--- src/design/pwf_div.sv ---
`timescale 1ns / 1ps
// ----------------------------------------------------------------------------
// pwf_div
// Restoring divider, one quotient bit per cycle, 64-bit dividend.
// ----------------------------------------------------------------------------
module pwf_div (
    input  logic        clk,
    input  logic        rst_n,
    input  logic        start,
    input  logic [63:0] dividend,
    input  logic [32:0] divisor,
    output logic        done,
    output logic [63:0] quotient
);
    logic [63:0] num_reg;
    logic [32:0] den_reg;
    logic [33:0] rem_reg;
    logic [6:0]  cnt_reg;
    logic        busy_reg;
    logic        done_reg;
    logic [33:0] shifted;
    logic        fits;

    assign shifted = {rem_reg[32:0], num_reg[63]};
    assign fits    = shifted >= {1'b0, den_reg};

    always_ff @(posedge clk or negedge rst_n)
    begin
        if (!rst_n)
        begin
            busy_reg <= 1'b0;
            done_reg <= 1'b0;
            cnt_reg  <= 7'd0;
        end
        else
        begin
            done_reg <= 1'b0;
            if (start)
            begin
                busy_reg <= 1'b1;
                cnt_reg  <= 7'd64;
                num_reg  <= dividend;
                den_reg  <= divisor;
                rem_reg  <= 34'd0;
            end
            else if (busy_reg)
            begin
                // Quotient bits are shifted in where the dividend leaves.
                rem_reg <= fits ? shifted - {1'b0, den_reg} : shifted;
                num_reg <= {num_reg[62:0], fits};
                cnt_reg <= cnt_reg - 7'd1;
                if (cnt_reg == 7'd1)
                begin
                    busy_reg <= 1'b0;
                    done_reg <= 1'b1;
                end
            end
        end
    end

    assign done     = done_reg;
    assign quotient = num_reg;
endmodule

--- config.mk ---
export PLATFORM = sky130hd
export DESIGN_NAME = pwf_div
export DESIGN_NICKNAME = d
export VERILOG_FILES = /design/src/design/pwf_div.sv
export SDC_FILE = /design/constraint.sdc
export NUM_CORES = 1
export LEC_CHECK = 0
export ABC_AREA = 0
export BUFFER_PORTS_ARGS = -buffer_cell sky130_fd_sc_hd__buf_4
export CAP_MARGIN = 20
export CELL_PAD_IN_SITES_DETAIL_PLACEMENT = 0
export CELL_PAD_IN_SITES_GLOBAL_PLACEMENT = 2
export CORE_ASPECT_RATIO = 0.6
export CORE_MARGIN = 8
export CORE_UTILIZATION = 36
export CTS_CLUSTER_DIAMETER = 100
export DETAILED_ROUTE_END_ITERATION = 6
export PLACE_DENSITY_LB_ADDON = 0.3
export SYNTH_ARGS = -nofsm -noshare
export SYNTH_HDL_FRONTEND = slang
export SYNTH_SLANG_ARGS = --single-unit
--- constraint.sdc ---
create_clock -name clk -period 5.6 [get_ports clk]
set_clock_uncertainty 0.1 [all_clocks]
set_input_delay 0.84 -clock clk [delete_from_list [all_inputs] [get_ports clk]]
set_output_delay 0.84 -clock clk [all_outputs]
set_load 0.02 [all_outputs]
Word-level counts from Yosys, hierarchy flattened
Index checks and enable logic that the tools add are counted.
Word-level totals
  bits in registers: 140
  input bits: 100
  output and inout bits: 65
Cells by class
  eq/ne operators: 1
  reductions and logical operators: 3
  mux-type cells: 12
  magnitude comparators: 1
  $add $sub $neg: 2
Operators by type and width (number)
  $mux 64: 2
  $mux 34: 2
  $ge 34x33->1: 1
  $sub 34x33->34: 1
  $mux 7: 2
  $eq 7x1->1 const B: 1
  $sub 7x1->7 const B: 1
  $mux 1: 6
  $reduce_and 2->1: 2
  $reduce_bool 2->1: 1

Depth between registers and ports, before layout
  depth in word-level cells: 4
  mapped depth: 14
  mapped depth without buffers: 12

Worst setup path before layout
Ideal clock, no wire load.
  path type: input-to-reg
  from: input port start
  to: register num_reg[0] (netlist: quotient[0]) (enable)
  library setup time: 494 ps
  arrival: 4030 ps
  stages on the path: 3
  required time: 5006 ps
  path slack: 977 ps
  cells stage by stage: clkbuf_1 nor2_1 nor2b_1
On the way
  cells in the longest elaborated chain, start to end: 2
RTL lines
  start, declared: line 9  | input logic start,
  $reduce_bool 2->1 (no line)
  $reduce_and 2->1 (no line)
  end signal, assigned: line 42  | num_reg <= dividend;
  end signal, assigned: line 50  | num_reg <= {num_reg[62:0], fits};
  end, declared: line 15  | logic [63:0] num_reg;
No other way between the ends.
A chain may end at the register's enable or synchronous reset.

Worst setup path in the final report
  from: register num_reg[63] (netlist: quotient[63])
  to: register rem_reg[0] (data pin)
On the way
  cells in the longest elaborated chain, start to end: 3
RTL lines
  $sub 34x33->34 or $ge 34x33->1 (tied branches): line 49, 25
  $mux 34 (*): line 49  | rem_reg <= fits ? shifted - {1'b0, den_reg} : shifted;
  $mux 34 (*): line 46  | else if (busy_reg)
  end signal, assigned: line 49
  end, declared: line 17  | logic [33:0] rem_reg;
Mark *: on every way between the ends. The rest lies on a longest branch, timed or not.

==> metrics.log <==
[metrics] outcome: finished, final reports clean
[metrics] Reg-to-Reg Start: quotient[63]
[metrics] Final Net Count: 938
[metrics] achievable frequency: 0.275 GHz
[metrics] via count: 5670
[metrics] DR pass1 iterations: 5
[metrics] class of the most critical setup path: flop to flop
[metrics] count of final setup violators: 0
[metrics] number of hold buffers added after cts: 0
[metrics] residual DRC count: 0
[metrics] final design instance area without fill: 9860 um2
[metrics] DRT antenna net count: 0
[metrics] Worst R2R Setup Slack: 1.96 ns
[metrics] number of cell instances on the worst register-to-register path: 13
[metrics] Synth async-reset ratio: 6.47%
[metrics] Skew-Pair Late Insertion Delay: 0.42 ns
[metrics] max-slew violation count: 0
[metrics] Tightest Pin Transition: 1.05 ns
[metrics] number of buffers added on ports: 164
[metrics] std cell rows: 41
[metrics] last weighted congestion value of the routability-driven placer: 0.846
[metrics] crit path time final: 3.64 ns
[metrics] residual overflow from global routing: 0
[metrics] endpoints failing hold: 0
[metrics] crit-path max FO: 20
[metrics] Cell Area, Synth: 7750 um2
[metrics] via/cell ratio: 5.19
[metrics] cell count after synthesis: 643
[metrics] share of layout cells above drive strength 1: 33.2%
[metrics] Clock Tree Root: sky130_fd_sc_hd__clkbuf_16
[metrics] total half-perimeter wirelength after legalization and detailed placement: 15.3 mm
[metrics] pre-CTS worst setup slack: 1.99 ns
[metrics] count of max-cap constraint violations: 0
[metrics] die area: 26600 um2
[metrics] Std-Cell Core Area: 21100 um2
[metrics] via count of the first global-routing pass: 5770
[metrics] Sinks on Clock Net: 139
[metrics] worst max-slew margin expressed relative to the limit: 29.6%
[metrics] sum of routed wire length over all layers: 21.1 mm
[metrics] worst IR drop on VDD: 0.000229 V
[metrics] per-instance average area after synthesis: 12.1 um2
[metrics] standard cell area after detailed placement: 9250 um2
[metrics] total power density per cell area: 388 nW/um2
[metrics] sequential-to-total area share from yosys stat: 53.3%
[metrics] Data arrival, critical path: 3.79 ns
[metrics] clock-pin slew of the registers on the worst-case setup and hold paths: 0.06 ns
[metrics] floorplan die height: 130 um
[metrics] number of antenna violations at the first check in global routing: 0
[metrics] final worst path period share: 65.0%
[metrics] required time worst endpoint: 5.76 ns
[metrics] core occupancy in the finished layout: 46.8%
[metrics] minimum setup slack in the final design: 1.96 ns
[metrics] TritonCTS clock tree: built
[metrics] type of the most critical hold path: primary input to asynchronous set/reset pin
[metrics] Total Neg Setup Slack: 0 ns
[metrics] effective utilization at floorplan: 36.8%
[metrics] max FFs per register: 64
[metrics] Leak Pwr: 4.08 nW
[metrics] number of enable flip-flop cells after synthesis: 130
[metrics] number of buffers inserted during clock tree synthesis: 17
[metrics] DRT iter0 DRCs: 286
[metrics] setup repair after global routing missed its margin: false
[metrics] CTS-repair resized insts: 0
[metrics] CTS H-Tree Depth: 4
[metrics] pin count of the biggest net entering global routing: 80
[metrics] antenna cell count: 0
[metrics] type of destination of the critical path: flop
[metrics] I/O pin total: 165
[metrics] Reg-to-Reg End: rem_reg[0]
[metrics] global-route wire length before repair: 32.9 mm
[metrics] Critical Path Start Type: flop
[metrics] area grow syn2layout: 27.2%
[metrics] maximum number of buffers from clock root to sink: 2
[metrics] nets in the synthesized netlist: 779
[metrics] synthesis warning total: 0
[metrics] chip width: 205 um
[metrics] flops & latches, synth: 139
[metrics] buffers inserted during post-CTS setup optimization: 0
[metrics] global-route total usage across every layer: 15.8%
[metrics] number of unique standard cell types used by synthesis: 56
[metrics] dominant register cell in the synthesized netlist: sky130_fd_sc_hd__edfxtp_1
[metrics] wire length per cell: 19.3 um
-- routing by layer --
| layer | routed length [um] | global-route usage, % | share of wire, % |
|---|---|---|---|
| met1 | 10300 | 22.5 | 49 |
| met2 | 9710 | 23.8 | 46 |
| met3 | 924 | 3.79 | 4.4 |
| met4 | 235 | 4.44 | 1.1 |
| met5 | 0 | 0 | 0 |
-- worst max path at each step --
stage	start	slack [ns]	end	cells after the start
after CTS	quotient[63]	1.93	rem_reg[0]	13
after global routing	quotient[63]	1.74	rem_reg[0]	13
after detailed placement	quotient[63]	1.99	rem_reg[0]	13
after floorplan	start	0.98	quotient[0]	3
after global placement	quotient[63]	2.03	rem_reg[0]	13
final	quotient[63]	1.96	rem_reg[0]	13
-- per-stage QoR --
step                      hold WS (ns)  power, W  cells
after floorplan                  0.378   0.00229    643
after global placement           0.398   0.00263   1062
after detailed placement         0.402   0.00264   1062
after CTS                        0.348   0.00385   1093
after global routing             0.377   0.00403   1093
final                            0.361   0.00382   1093
-- critical path, stage by stage (launching register included) --
cell and delay, ns:
sky130_fd_sc_hd__edfxtp_1 0.38, sky130_fd_sc_hd__inv_1 0.11, sky130_fd_sc_hd__ha_1 0.18, sky130_fd_sc_hd__inv_1 0.06, sky130_fd_sc_hd__fa_1 0.42, sky130_fd_sc_hd__a211oi_1 0.40, sky130_fd_sc_hd__o211ai_2 0.17, sky130_fd_sc_hd__o211ai_4 0.15
sky130_fd_sc_hd__a2111oi_4 0.13, sky130_fd_sc_hd__o31ai_1 0.27, sky130_fd_sc_hd__a21o_1 0.17, sky130_fd_sc_hd__buf_4 0.33, sky130_fd_sc_hd__mux2_1 0.36, sky130_fd_sc_hd__a211oi_1 0.23
-- where the power goes --
group / switching [W] / internal [W]
Sequential: 0.0000945 / 0.00132
Clock: 0.000445 / 0.000741
Combinational: 0.000682 / 0.000540
-- cell families after synthesis --
logic type      synth area share (%)
compound gates                  12.8
flops                           53.3
fa+ha+maj                       5.91
mux                             12.1
xor+xnor                        3.50
simple gates                    8.67
buf+inv                         3.70
-- cells in the final DEF (no fill, tap or decap), types with 3 or more instances in the layout --
| master | n |
|---|---|
| sky130_fd_sc_hd__nand3_1 | 9 |
| sky130_fd_sc_hd__nor2_1 | 51 |
| sky130_fd_sc_hd__a21oi_1 | 27 |
| sky130_fd_sc_hd__xnor2_1 | 20 |
| sky130_fd_sc_hd__dfrtp_1 | 9 |
| sky130_fd_sc_hd__and3_1 | 7 |
| sky130_fd_sc_hd__edfxtp_1 | 130 |
| sky130_fd_sc_hd__or2_2 | 3 |
| sky130_fd_sc_hd__a32oi_1 | 10 |
| sky130_fd_sc_hd__clkbuf_16 | 17 |
| sky130_fd_sc_hd__a211oi_1 | 24 |
| sky130_fd_sc_hd__a21o_1 | 15 |
| sky130_fd_sc_hd__inv_1 | 43 |
| sky130_fd_sc_hd__buf_4 | 169 |
| sky130_fd_sc_hd__mux2_2 | 63 |
| sky130_fd_sc_hd__clkinv_4 | 3 |
| sky130_fd_sc_hd__ha_1 | 35 |
| sky130_fd_sc_hd__a31oi_1 | 5 |
| sky130_fd_sc_hd__o21ai_0 | 26 |
| sky130_fd_sc_hd__nand2b_1 | 8 |
| sky130_fd_sc_hd__or3_1 | 3 |
| sky130_fd_sc_hd__nor4_1 | 3 |
| sky130_fd_sc_hd__a2111oi_0 | 4 |
| sky130_fd_sc_hd__nand4_1 | 7 |
| sky130_fd_sc_hd__mux2i_1 | 22 |
| sky130_fd_sc_hd__nor3_1 | 9 |
| sky130_fd_sc_hd__xor2_1 | 11 |
| sky130_fd_sc_hd__nand2_1 | 22 |
| sky130_fd_sc_hd__o31ai_1 | 6 |
| sky130_fd_sc_hd__nor2b_1 | 4 |
| sky130_fd_sc_hd__bufinv_16 | 4 |
| sky130_fd_sc_hd__o21bai_1 | 5 |
-- cells in the mapped netlist (4+ instances only) --
| library cell | instances | area [um2] |
|---|---|---|
| sky130_fd_sc_hd__edfxtp_1 | 130 | 3900 |
| sky130_fd_sc_hd__mux2_2 | 63 | 709 |
| sky130_fd_sc_hd__nor2_1 | 51 | 191 |
| sky130_fd_sc_hd__inv_1 | 43 | 161 |
| sky130_fd_sc_hd__ha_1 | 35 | 438 |
| sky130_fd_sc_hd__a21oi_1 | 27 | 135 |
| sky130_fd_sc_hd__o21ai_0 | 26 | 130 |
| sky130_fd_sc_hd__a211oi_1 | 24 | 180 |
| sky130_fd_sc_hd__clkbuf_1 | 23 | 86.3 |
| sky130_fd_sc_hd__mux2i_1 | 22 | 220 |
| sky130_fd_sc_hd__nand2_1 | 22 | 82.6 |
| sky130_fd_sc_hd__xnor2_1 | 20 | 175 |
| sky130_fd_sc_hd__a21o_1 | 15 | 113 |
| sky130_fd_sc_hd__xor2_1 | 11 | 96.3 |
| sky130_fd_sc_hd__a32oi_1 | 10 | 87.6 |
| sky130_fd_sc_hd__dfrtp_1 | 9 | 225 |
| sky130_fd_sc_hd__nand3_1 | 9 | 45.0 |
| sky130_fd_sc_hd__nor3_1 | 9 | 45.0 |
| sky130_fd_sc_hd__nand2b_1 | 8 | 50.1 |
| sky130_fd_sc_hd__and3_1 | 7 | 43.8 |
| sky130_fd_sc_hd__nand4_1 | 7 | 43.8 |
| sky130_fd_sc_hd__o31ai_1 | 6 | 45.0 |
| sky130_fd_sc_hd__a31oi_1 | 5 | 31.3 |
| sky130_fd_sc_hd__nor2b_1 | 5 | 31.3 |
| sky130_fd_sc_hd__o21bai_1 | 5 | 37.5 |
| sky130_fd_sc_hd__a2111oi_0 | 4 | 35.0 |
-- area by class of cell --
type / count / area (um2)
inverters: 43 / 161
clock buffers: 19 / 433
fillers: 1951 / 11200
clock inverters: 12 / 173
flip-flops and latches: 139 / 4130
well taps: 279 / 349
multi-input cells: 432 / 3340
repair buffers: 169 / 1270
Note: power is estimated with default switching activity, not from simulation.
