### config.mk
export PLATFORM = sky130hd
export DESIGN_NAME = pwf_sqrt
export DESIGN_NICKNAME = d
export VERILOG_FILES = /design/src/design/pwf_sqrt.sv
export SDC_FILE = /design/constraint.sdc
export NUM_CORES = 1
export LEC_CHECK = 0
export ABC_AREA = 1
export BUFFER_PORTS_ARGS = -buffer_cell sky130_fd_sc_hd__buf_4
export CAP_MARGIN = 15
export CORE_MARGIN = 5
export CORE_UTILIZATION = 30
export DETAILED_ROUTE_END_ITERATION = 10
export PLACE_DENSITY = 0.51
export SLEW_MARGIN = 10
export SYNTH_ARGS = -nofsm -noshare
export SYNTH_HDL_FRONTEND = slang
export SYNTH_SLANG_ARGS = --single-unit
### constraint.sdc
create_clock -name clk -period 10.15 [get_ports clk]
set_input_delay 0.5075 -clock clk [delete_from_list [all_inputs] [get_ports clk]]
set_output_delay 0.5075 -clock clk [all_outputs]
set_load 0.05 [all_outputs]
### src/design/pwf_sqrt.sv
`timescale 1ns / 1ps
// ----------------------------------------------------------------------------
// pwf_sqrt
// Integer square root of a 64-bit value, one root bit per cycle.
// ----------------------------------------------------------------------------
module pwf_sqrt (
    input  logic        clk,
    input  logic        rst_n,
    input  logic        start,
    input  logic [63:0] radicand,
    output logic        done,
    output logic [31:0] root
);
    logic [63:0] rad_reg;
    logic [33:0] rem_reg;
    logic [31:0] root_reg;
    logic [5:0]  cnt_reg;
    logic        busy_reg;
    logic        done_reg;
    logic [33:0] partial;
    logic [33:0] trial;
    logic        fits;

    assign partial = {rem_reg[31:0], rad_reg[63:62]};
    assign trial   = {root_reg, 2'b01};
    assign fits    = partial >= trial;

    always_ff @(posedge clk or negedge rst_n)
    begin
        if (!rst_n)
        begin
            busy_reg <= 1'b0;
            done_reg <= 1'b0;
            cnt_reg  <= 6'd0;
        end
        else
        begin
            done_reg <= 1'b0;
            if (start)
            begin
                busy_reg <= 1'b1;
                cnt_reg  <= 6'd32;
                rad_reg  <= radicand;
                rem_reg  <= 34'd0;
                root_reg <= 32'd0;
            end
            else if (busy_reg)
            begin
                rem_reg  <= fits ? partial - trial : partial;
                root_reg <= {root_reg[30:0], fits};
                rad_reg  <= {rad_reg[61:0], 2'b00};
                cnt_reg  <= cnt_reg - 6'd1;
                if (cnt_reg == 6'd1)
                begin
                    busy_reg <= 1'b0;
                    done_reg <= 1'b1;
                end
            end
        end
    end

    assign done = done_reg;
    assign root = root_reg;
endmodule
# Word level (Yosys, flattened, before mapping)
# Index checks and enable logic that the tools add are counted.
[classes]
add_sub_neg = 2
n_lt_le_gt_ge = 1
n_eq_ne = 1
mux = 13
n_reduce_logical = 2
[ops]
columns = ["op", "count"]
rows = [
  ["64-bit 2-to-1 mux", 2],
  ["34-bit 2-to-1 mux", 2],
  ["34-bit >= comparator", 1],
  ["34-bit subtractor", 1],
  ["32-bit 2-to-1 mux", 1],
  ["6-bit 2-to-1 mux", 2],
  ["6-bit by 1-bit == test with 1-bit output (second input constant)", 1],
  ["1-bit 2-to-1 mux", 6],
  ["6-bit by 1-bit subtractor with 6-bit output (second input constant)", 1],
  ["2-bit AND reduction", 1],
  ["2-bit nonzero test", 1],
]
[word_totals]
reg_bits = 138
input_bits = 67
output_inout_bits = 33
wordCells = 25

# Longest topological paths before layout
# Gate-level depths: netlist of run 1.
[depth]
ltp_word = 4
mapped_depth = 17
mapped_depth_nobuf = 16

# Worst setup path before layout of run 1
# OpenSTA, ideal clock, no wires.
[synth_timing]
path_type = "input port to flip-flop"
startpoint = "input port start"
endpoint = "register rad_reg[0] (enable)"
arrival_ns = 3.690
required_time_ns = 9.663
setup_slack_ns = 5.973
cell_stages = 4
path_cell_list = "clkbuf_1 nor2_1 clkbuf_1 nor2_1"
[synth_via]
elab_chain_cells = 2
[synth_rtl]
columns = ["element", "line_no", "text"]
rows = [
  ["from (decl)", "9", "input logic start,"],
  ["2-bit nonzero test (no line)", "--", ""],
  ["2-bit AND reduction (no line)", "--", ""],
  ["to (signal assigned)", "43", "rad_reg <= radicand;"],
  ["to (signal assigned)", "51", "rad_reg <= {rad_reg[61:0], 2'b00};"],
  ["to (decl)", "14", "logic [63:0] rad_reg;"],
]
# No other way between the ends.
# A chain may end at the register's enable or synchronous reset.

# Worst setup path in the final report of run 1
[layout_timing]
startpoint = "register root_reg[22] (netlist: root[22])"
endpoint = "register rem_reg[27], data pin"
[layout_via]
elab_chain_cells = 3
[layout_rtl]
columns = ["element", "line_no", "text"]
rows = [
  ["from (decl)", "16", "logic [31:0] root_reg;"],
  ["from (signal assigned)", "50", "root_reg <= {root_reg[30:0], fits};"],
  ["34-bit subtractor or 34-bit >= comparator (tied branches)", "49, 26", ""],
  ["34-bit 2-to-1 mux *", "49", "rem_reg <= fits ? partial - trial : partial;"],
  ["34-bit 2-to-1 mux *", "47", "else if (busy_reg)"],
  ["to (signal assigned)", "49", ""],
  ["to (decl)", "15", "logic [33:0] rem_reg;"],
]
# Mark *: on every way between the ends. The rest lies on a longest branch, timed or not.

==> results of run 1 <==
-- per-layer routing --
layer	vias to the layer above	GRT usage [%]
met2	169	22.90
met5	-	0
met1	3314	19.45
met3	23	3.678
li1	3847	-
met4	0	3.231
-- logic make-up after synthesis --
group,share of synthesized area (%)
xor gates and xnor gates,1.414
DFF,46.64
buffers and inverters,8.441
AOI/OAI and AO/OA,5.036
and+or+nand+nor,33.28
adders and majority gates,5.195
-- placed cells by master, fill, tap and decap left out, types with 3 or more instances in the layout --
master and n:
sky130_fd_sc_hd__o22ai_1 32, sky130_fd_sc_hd__xor2_1 14, sky130_fd_sc_hd__buf_4 104, sky130_fd_sc_hd__clkinv_4 3, sky130_fd_sc_hd__inv_8 5, sky130_fd_sc_hd__nand2_1 545, sky130_fd_sc_hd__nor2_1 46, sky130_fd_sc_hd__edfxtp_1 128
sky130_fd_sc_hd__nand3_1 59, sky130_fd_sc_hd__inv_2 7, sky130_fd_sc_hd__o21bai_1 6, sky130_fd_sc_hd__nand4_1 7, sky130_fd_sc_hd__inv_6 3, sky130_fd_sc_hd__o21ai_0 8, sky130_fd_sc_hd__nor2_2 8, sky130_fd_sc_hd__ha_1 36
sky130_fd_sc_hd__nor3_1 9, sky130_fd_sc_hd__nand3b_1 12, sky130_fd_sc_hd__nand2_2 8, sky130_fd_sc_hd__clkbuf_16 17, sky130_fd_sc_hd__dfrtp_1 8, sky130_fd_sc_hd__a21oi_1 26, sky130_fd_sc_hd__inv_1 144
-- power groups by stage --
stage               Combinational, mW  Clock, mW  Sequential (mW)
floorplan                       0.595          0            0.814
detailed placement              0.843          0            0.784
CTS                             0.849      0.647            0.773
finish                          0.843      0.632            0.773
global route                    0.966      0.672            0.783
global placement                0.841          0            0.785
-- worst paths after layout --
kind / startpoint / end / slack (ns)
min in group clk: radicand[1] / rad_reg[1] / 0.33
worst max-delay path: root[22] / rem_reg[27] / 7.27
worst max register to register: root[22] / rem_reg[27] / 7.27
max in group asynchronous: rst_n / done / 9.27
worst min-delay path: rst_n / cnt_reg[0] / 0.29
worst min register to register: cnt_reg[5] / cnt_reg[5] / 0.49
-- final cells by class --
cell class | instances | area share, %
clock buffer | 18 | 4.128
clock inverter | 14 | 1.480
inverter | 153 | 5.523
multi-input combinational | 828 | 37.58
sequential | 136 | 38.89
tap | 384 | 4.621
timing repair buffer | 105 | 7.774
-- critical path, delay by kind of cell, from the launching register on --
family / cells / cell delay, ns
adders and majority gates: 1 / 0.32
AOI/OAI and AO/OA: 1 / 0.22
and+or+nand+nor: 10 / 1.54
buffers and inverters: 2 / 0.17
DFF: 1 / 0.38
-- stage by stage --
step	hold slack (ns)	setup WS (ns)	area [um2]	std cells
6_report	0.2932	7.269	10400	1638
4_1_cts	0.2793	7.225	10370	1637
2_1_floorplan	0.2119	5.973	8671	1151
5_1_grt	0.3171	6.967	10400	1638
3_3_place_gp	0.4806	7.281	9787	1605
3_5_place_dp	0.4797	7.203	9787	1605
==> run metrics, run 1 <==
setup repair after global routing missed its margin=false; arrival time worst endpoint=3.06 ns; total routing usage reported by global routing=14.26%; proportion of register bits with asynchronous set or reset after synthesis=5.882%; detail-routed via count per cell=4.489; vias in the first global route=7451; Avg WL per Cell=14.14 um; later-pin clock latency in the skew report=0.43 ns; netlist area before placement=8671 um2; dominant register cell in the synthesized netlist=sky130_fd_sc_hd__edfxtp_1; switching part of the total=39.85%; leading post-synthesis cells by instance count=545 x sky130_fd_sc_hd__nand2_1, 145 x sky130_fd_sc_hd__inv_1, 128 x sky130_fd_sc_hd__edfxtp_1, 59 x sky130_fd_sc_hd__nand3_1, 49 x sky130_fd_sc_hd__nor2_1; post-synth net total=1254; most frequent cell after synthesis=sky130_fd_sc_hd__nand2_1; DR pass1 iterations=7; transition at the pin with the smallest max-transition slack=0.9705 ns; count of buffers from port buffering=99; HPWL Detailed=16400 um; post-cts sizing count=0; Final Setup Violations=0; NetSw=0.8960 mW; sequential group share of total power=34.4%; net count reported at finish=1344; sum of routed wire segments on met1=11140 um; final weighted congestion in routability-driven placement=0.8870; worst clock skew=0.01173 ns; fin crit period=2.881 ns; most area-hungry cell type in the Yosys netlist=sky130_fd_sc_hd__edfxtp_1; Highest Clock Rate=347.1 MHz; utilization of the core after routing=36.32%; top cells by area, synth=sky130_fd_sc_hd__edfxtp_1 44%, sky130_fd_sc_hd__nand2_1 24%, sky130_fd_sc_hd__inv_1 6.3%, sky130_fd_sc_hd__ha_1 5.2%, sky130_fd_sc_hd__nand3_1 3.4%; synthesized flop and latch total=136; status=completed; Max H-tree Level=4; initial core utilization=30.29%; leftover overflow at the end of global routing=0; gate count of the mapped netlist=1151; most common cell type on the critical path=sky130_fd_sc_hd__nand2_1; sink count of the clock tree=136; number of antenna cells inserted=0; sum of met2 wire segment lengths after detailed routing=10270 um; number of core rows=62; I/O pin count=100; detailed-route DRC error count=0; DR iter-0 viols=435; Routed WL=23170 um; count of max-cap constraint violations=0; TritonCTS clock tree=built; type of the tightest min-delay check=in -> async; Distinct cells, synth=33; clock transition at the registers of the reported paths=0.07 ns; number of fill cells in the layout=3049; maximum cell stage delay along the critical path=0.39 ns; number of vias after detailed routing=7353; area delta synth->final=19.91%; combinational share of power=37.5%; part of the power in the clock network=28.1%; Total Power Consumption=2.248 mW; remaining max-slew budget at the tightest pin=35.30%; static power due to leakage=5.166 nW; fraction of layout instances using a drive strength above 1=13.24%; highest ir drop seen on vdd=101.7 uV; final slew viol count=0; share of Yosys cell area claimed by the top area cell type=44.33%; critical path cell sequence=inv_1 -> ha_1 -> nand2_2 -> inv_2 -> a21oi_1 -> nand2_1 -> nand2_1 -> nand3_2 -> nor2_8 -> nand2_8 -> nand2_2 -> nand2_1 -> nand2_1 -> nand2_1; internal power consumption=1.352 mW; hold_buf cts=0; clock tree root driver cell=sky130_fd_sc_hd__clkbuf_16; sequential cell area=4044 um2; class of the most critical setup path=reg -> reg; Die Y=180.0 um; Top Layer Used=met4; kind of start point of the critical path=flip-flop; post-CTS setup-driven buffer insertion count=0; Avg Inst Size Synth=7.533 um2; die area=32400 um2; total negative slack=0 ns; Detail Route Antenna Nets=0; maximum number of pins on one net before global-route repair=74; width of the die=180.0 um; Post-synth EDFFs=128; wire length of the first global-routing pass=38120 um; sequential element share of the synthesized area=46.64%; antenna violations before repair=0; area of the placeable core=28630 um2; critical-path maximum fanout=33; PwrDens=216.2 nW/um2; cell depth of the worst flop-to-flop path=14; number of hold-slack violations in the final timing report=0; number of warnings issued by yosys=0; footprint of the multi-input gates=3908 um2; max reg flops=64; cts bufs inserted=17; routed length on met3=1402 um; final period utilization=28.38%; Critical Path RT=10.33 ns; Longest Clk Path Bufs=2; type of element capturing the critical path=flip-flop; critical path's slowest cell=sky130_fd_sc_hd__nor2_8
No activity file was read; power rests on OpenSTA's default activity.
==> run 2: changes to the inputs <==
clock period = 2.7 ns   (was 10.15 ns; I/O delays follow)
==> run 2 against run 1 <==
Net effect: hold slack worse by 0.28 ns; largest power group unchanged; largest cell class unchanged; routed wire length grew 5.5%; global-route usage increased by 0.74 points; core utilization increased by 2.7 points; setup slack lost 7.1 ns; cell count rose by 4.7%; combinational power grew to 4.0 times the previous value; via count up 4.5%; sequential power grew to 3.8 times the previous value; total power rose to 3.8 times the previous value; sequential cell count unchanged.
==> run metrics, run 2 (synthesized netlist as in run 1, its figures left out) <==
status=completed; highest ir drop seen on vdd=422.4 uV; cell depth of the worst flop-to-flop path=14; net count reported at finish=1421; switching part of the total=39.79%; detail-routed via count per cell=4.480; vias in the first global route=7555; width of the die=180.0 um; total routing usage reported by global routing=14.99%; Die Y=180.0 um; final slew viol count=0; number of antenna cells inserted=0; type of element capturing the critical path=flip-flop; leftover overflow at the end of global routing=0; fraction of layout instances using a drive strength above 1=13.75%; sequential group share of total power=33.8%; type of the tightest min-delay check=in -> reg; non-filler instance count after layout=1715; Routed WL=24450 um; most common cell after layout, fill and taps aside=sky130_fd_sc_hd__nand2_1; most used cells in the layout excluding fill and tap cells=545 x sky130_fd_sc_hd__nand2_1, 144 x sky130_fd_sc_hd__inv_1, 128 x sky130_fd_sc_hd__edfxtp_1, 115 x sky130_fd_sc_hd__buf_4, 64 x sky130_fd_sc_hd__dlygate4sd3_1; remaining max-slew budget at the tightest pin=56.50%; initial core utilization=30.29%; TritonCTS clock tree=built; Max H-tree Level=4; maximum number of pins on one net before global-route repair=66; utilization of the core after routing=39.00%; Critical Path RT=2.89 ns; register-to-register path setup slack=0.20 ns; maximum cell stage delay along the critical path=0.40 ns; HPWL Detailed=17590 um; combinational share of power=38.8%; final weighted congestion in routability-driven placement=0.9444; arrival time worst endpoint=2.69 ns; number of core rows=62; NetSw=3.436 mW; post-CTS setup-driven buffer insertion count=0; number of vias after detailed routing=7684; worst hold path endpoint=rad_reg[61]; internal power consumption=5.200 mW; later-pin clock latency in the skew report=0.43 ns; number of cells traversed by the worst hold path=3; I/O pin count=100; most common cell type on the critical path=sky130_fd_sc_hd__nand2_1; Worst R2R End=rem_reg[26]; number of fill cells in the layout=2978; Worst Min Path Start=radicand[61]; Highest Clock Rate=399.4 MHz; max reg flops=64; Buffers & Inverters on Critical Path=2; detailed-route DRC error count=0; die area=32400 um2; critical-path maximum fanout=22; wire length of the first global-routing pass=39800 um; clock transition at the registers of the reported paths=0.06 ns; category of cells accounting for the largest share of critical-path delay=simple AND/OR/NAND/NOR gates; part of the power in the clock network=27.4%; final hold slack=0.01348 ns; DR pass1 iterations=5; Detail Route Antenna Nets=0; worst clock skew=0.008481 ns; Total Power Consumption=8.636 mW; critical path's slowest cell=sky130_fd_sc_hd__ha_1; cts bufs inserted=17; total negative slack=0 ns; fin crit period=2.504 ns; sink count of the clock tree=136; count of max-cap constraint violations=0; setup repair after global routing missed its margin=false; class of the most critical setup path=reg -> reg; final period utilization=92.73%; clock tree root driver cell=sky130_fd_sc_hd__clkbuf_16; PwrDens=773.6 nW/um2; DR iter-0 viols=487; static power due to leakage=5.494 nW; area of the placeable core=28630 um2; area delta synth->final=28.74%; number of hold-slack violations in the final timing report=0; critical path cell sequence=inv_1 -> ha_1 -> nand2_1 -> nor2_1 -> nand3_1 -> nand3_2 -> nand2_2 -> nand2_2 -> nand2_4 -> nand2_8 -> buf_6 -> nand3_1 -> nand2_1 -> nand2_1; Longest Clk Path Bufs=2; Final Setup Violations=0; Crit Reg-Reg Startpoint=root[0]; number of instances in the placed design=1619; Avg WL per Cell=14.26 um; count of buffers from port buffering=99; antenna violations before repair=0; kind of start point of the critical path=flip-flop; transition at the pin with the smallest max-transition slack=0.6525 ns
-- run 2: changes by cell type in the layout (fill, tap and decap cells not counted), moves of 2 or more --
cell	change
sky130_fd_sc_hd__buf_4	+11
sky130_fd_sc_hd__buf_6	+2
sky130_fd_sc_hd__clkinv_4	+2
sky130_fd_sc_hd__dlygate4sd3_1	+64
sky130_fd_sc_hd__ha_1	-3
sky130_fd_sc_hd__ha_2	+2
-- run 2: how the worst max path moves through the flow --
stage / from / end / slack (ns) / depth (start not counted)
2_1_floorplan: root[22] / rem_reg[16] / 0.20 / 13
3_3_place_gp: rem_reg[14] / rem_reg[25] / 0.19 / 13
3_5_place_dp: root[10] / rem_reg[28] / 0.17 / 14
4_1_cts: rem_reg[23] / rem_reg[23] / 0.15 / 12
5_1_grt: rem_reg[14] / rem_reg[31] / 0.008 / 13
6_report: root[0] / rem_reg[26] / 0.20 / 14
-- run 2: routing by layer --
layer / vias up / share of wire, % / track usage, %
li1: 4007 / - / -
met1: 3466 / 46 / 19.77
met2: 184 / 47 / 25.11
met3: 27 / 5.3 / 3.294
met4: 0 / 1.4 / 3.840
met5: - / 0 / 0
-- run 2: power groups by stage --
stage	combinational, mW	clock [mW]	sequential, mW
after CTS	3.34	2.43	2.92
after floorplan	2.24	0	3.05
after global routing	3.79	2.54	2.96
final	3.35	2.37	2.92
after global placement	3.24	0	2.95
after detailed placement	3.25	0	2.96
-- run 2: final cells by class --
cell class	instances	area [um2]	share of cell area [%]
Clock buffer	17	425.4	3.811
Clock inverter	15	163.9	1.468
Inverter	153	574.3	5.145
Multi-Input combinational cell	828	3929	35.19
Sequential cell	136	4044	36.23
Tap cell	384	480.5	4.304
Timing Repair Buffer	182	1546	13.85
-- run 2: through the flow --
step	instance area, um2	worst slack [ns]
after floorplan	8678	0.1976
after global routing	11160	0.008055
after global placement	9905	0.1850
after detailed placement	9905	0.1697
after CTS	11130	0.1521
final	11160	0.1962
-- run 2: timing repair --
| action | 4_1_cts | 5_1_grt |
|---|---|---|
| setup endpoints to repair | 0 | 13 |
| hold buffers | 64 | 0 |
| hold endpoints to repair | 71 | 0 |
| resized for setup | 0 | 6 |
-- run 2: tightest hold or removal path: stages --
cell and delay (ns):
sky130_fd_sc_hd__buf_4 0.09, sky130_fd_sc_hd__nand2_1 0.05, sky130_fd_sc_hd__nand2_1 0.06
==> run 3: changes to the inputs <==
BUFFER_PORTS_ARGS = -buffer_cell sky130_fd_sc_hd__clkbuf_2   (was -buffer_cell sky130_fd_sc_hd__buf_4)
==> run 3 against run 2 <==
Net effect: total power decreased by 0.69%; combinational power decreased by 2%; first-iteration DRC count decreased by 0.62%; cell count is 0.23% lower; hold slack lost 0.0033 ns; maximum frequency decreased by 2.9%; sequential cell count stayed put; via count down 0.81%; critical path depth decreased by 2; cell area is 2.7% lower; sequential power about the same.
==> run metrics, run 3 (synthesized netlist as in run 1, its figures left out) <==
number of vias after detailed routing=7622; number of antenna cells inserted=0; DR iter-0 viols=484; cell depth of the worst flop-to-flop path=12; clock tree root driver cell=sky130_fd_sc_hd__clkbuf_16; setup repair after global routing missed its margin=true; kind of start point of the critical path=flip-flop; number of core rows=62; detail-routed via count per cell=4.455; fraction of layout instances using a drive strength above 1=13.72%; Die Y=180.0 um; register-to-register path setup slack=0.12 ns; final slew viol count=0; leftover overflow at the end of global routing=0; remaining max-slew budget at the tightest pin=45.30%; number of instances in the placed design=1618; Worst R2R End=rem_reg[23]; fin crit period=2.579 ns; vias in the first global route=7852; final period utilization=95.51%; net count reported at finish=1417; maximum number of pins on one net before global-route repair=65; final hold slack=0.01016 ns; class of the most critical setup path=reg -> reg; I/O pin count=100; area delta synth->final=25.25%; Avg WL per Cell=14.15 um; final weighted congestion in routability-driven placement=0.9345; type of the tightest min-delay check=in -> reg; status=completed; antenna violations before repair=0; cts bufs inserted=17; total negative slack=0 ns; max reg flops=64; Crit Reg-Reg Startpoint=rem_reg[14]; count of buffers from port buffering=99; HPWL Detailed=17340 um; wire length of the first global-routing pass=39750 um; count of max-cap constraint violations=0; utilization of the core after routing=37.94%; launching instance or port of the critical path=rem_reg[14]; detailed-route DRC error count=0; sink count of the clock tree=136; Total Power Consumption=8.577 mW; clock transition at the registers of the reported paths=0.07 ns; Max H-tree Level=4; Routed WL=24220 um; total routing usage reported by global routing=14.92%; later-pin clock latency in the skew report=0.43 ns; die area=32400 um2; static power due to leakage=5.408 nW; Highest Clock Rate=387.8 MHz; arrival time worst endpoint=2.76 ns; width of the die=180.0 um; number of hold-slack violations in the final timing report=0; Critical Path RT=2.88 ns; most common cell after layout, fill and taps aside=sky130_fd_sc_hd__nand2_1; Critical path destination=rem_reg[23]; area of the placeable core=28630 um2; initial core utilization=30.29%; TritonCTS clock tree=built; transition at the pin with the smallest max-transition slack=0.8194 ns; Detail Route Antenna Nets=0; DR pass1 iterations=5; most used cells in the layout excluding fill and tap cells=545 x sky130_fd_sc_hd__nand2_1, 144 x sky130_fd_sc_hd__inv_1, 128 x sky130_fd_sc_hd__edfxtp_1, 98 x sky130_fd_sc_hd__clkbuf_2, 61 x sky130_fd_sc_hd__dlygate4sd3_1; worst clock skew=0.01058 ns; type of element capturing the critical path=flip-flop; critical-path maximum fanout=5; Final Setup Violations=0; highest ir drop seen on vdd=466.8 uV; non-filler instance count after layout=1711; Longest Clk Path Bufs=2; PwrDens=789.7 nW/um2
[run 3: area by class of cell]
cell class / instances / area, um2
Clock inverter: 15 / 155.1
Multi-Input combinational cell: 828 / 3925
Clock buffer: 17 / 425.4
Fill cell: 3014 / 17760
Timing Repair Buffer: 178 / 1256
Sequential cell: 136 / 4044
Tap cell: 384 / 480.5
Inverter: 153 / 574.3
[run 3: through the flow]
stage | area [um2] | worst slack, ns
floorplan | 8678 | 0.1976
global placement | 9652 | 0.1633
detailed placement | 9652 | 0.1567
CTS | 10840 | 0.1566
global route | 10860 | -0.0002869
finish | 10860 | 0.1213
[run 3: power by group]
part           internal [mW]  switching (mW)
Clock                   1.31            1.08
Combinational           1.11            2.17
Sequential              2.71           0.188
[run 3: repair_timing]
item	in CTS	in global routing
buffers inserted	0	0
setup endpoints to repair	0	9
resized for setup	0	3
hold endpoints to repair	68	0
hold buffers	61	0
[run 3: worst min-delay path by stage]
| stage | startpoint | to | slack, ns | depth (start not counted) |
|---|---|---|---|---|
| 2_1_floorplan | rst_n | busy_reg | -0.16 | 0 |
| 3_3_place_gp | rst_n | cnt_reg[3] | 0.36 | 2 |
| 3_5_place_dp | rst_n | cnt_reg[2] | 0.34 | 2 |
| 4_1_cts | radicand[7] | rad_reg[7] | 0.002 | 3 |
| 5_1_grt | radicand[5] | rad_reg[5] | 0.007 | 3 |
| 6_report | radicand[7] | rad_reg[7] | 0.01 | 3 |
[run 3: layer usage]
metal | global-route usage, % | routed length [um] | vias up
met2 | 25.54 | 11330 | 181
met3 | 3.456 | 1206 | 25
li1 | - | - | 4000
met4 | 3.932 | 448 | 0
met1 | 19.05 | 11230 | 3416
met5 | 0 | 0 | -
[run 3: worst max-delay path, cell delays in order, from the launching register on]
cell and delay, ns:
sky130_fd_sc_hd__edfxtp_1 0.43, sky130_fd_sc_hd__ha_1 0.39, sky130_fd_sc_hd__nand2_1 0.15, sky130_fd_sc_hd__nor2_1 0.16, sky130_fd_sc_hd__inv_1 0.11, sky130_fd_sc_hd__nor3_1 0.42, sky130_fd_sc_hd__nand3_1 0.26, sky130_fd_sc_hd__nand3_1 0.13
sky130_fd_sc_hd__nand2_1 0.06, sky130_fd_sc_hd__nand2_1 0.07, sky130_fd_sc_hd__nand2_1 0.05, sky130_fd_sc_hd__nand3_1 0.06, sky130_fd_sc_hd__nand2_1 0.05
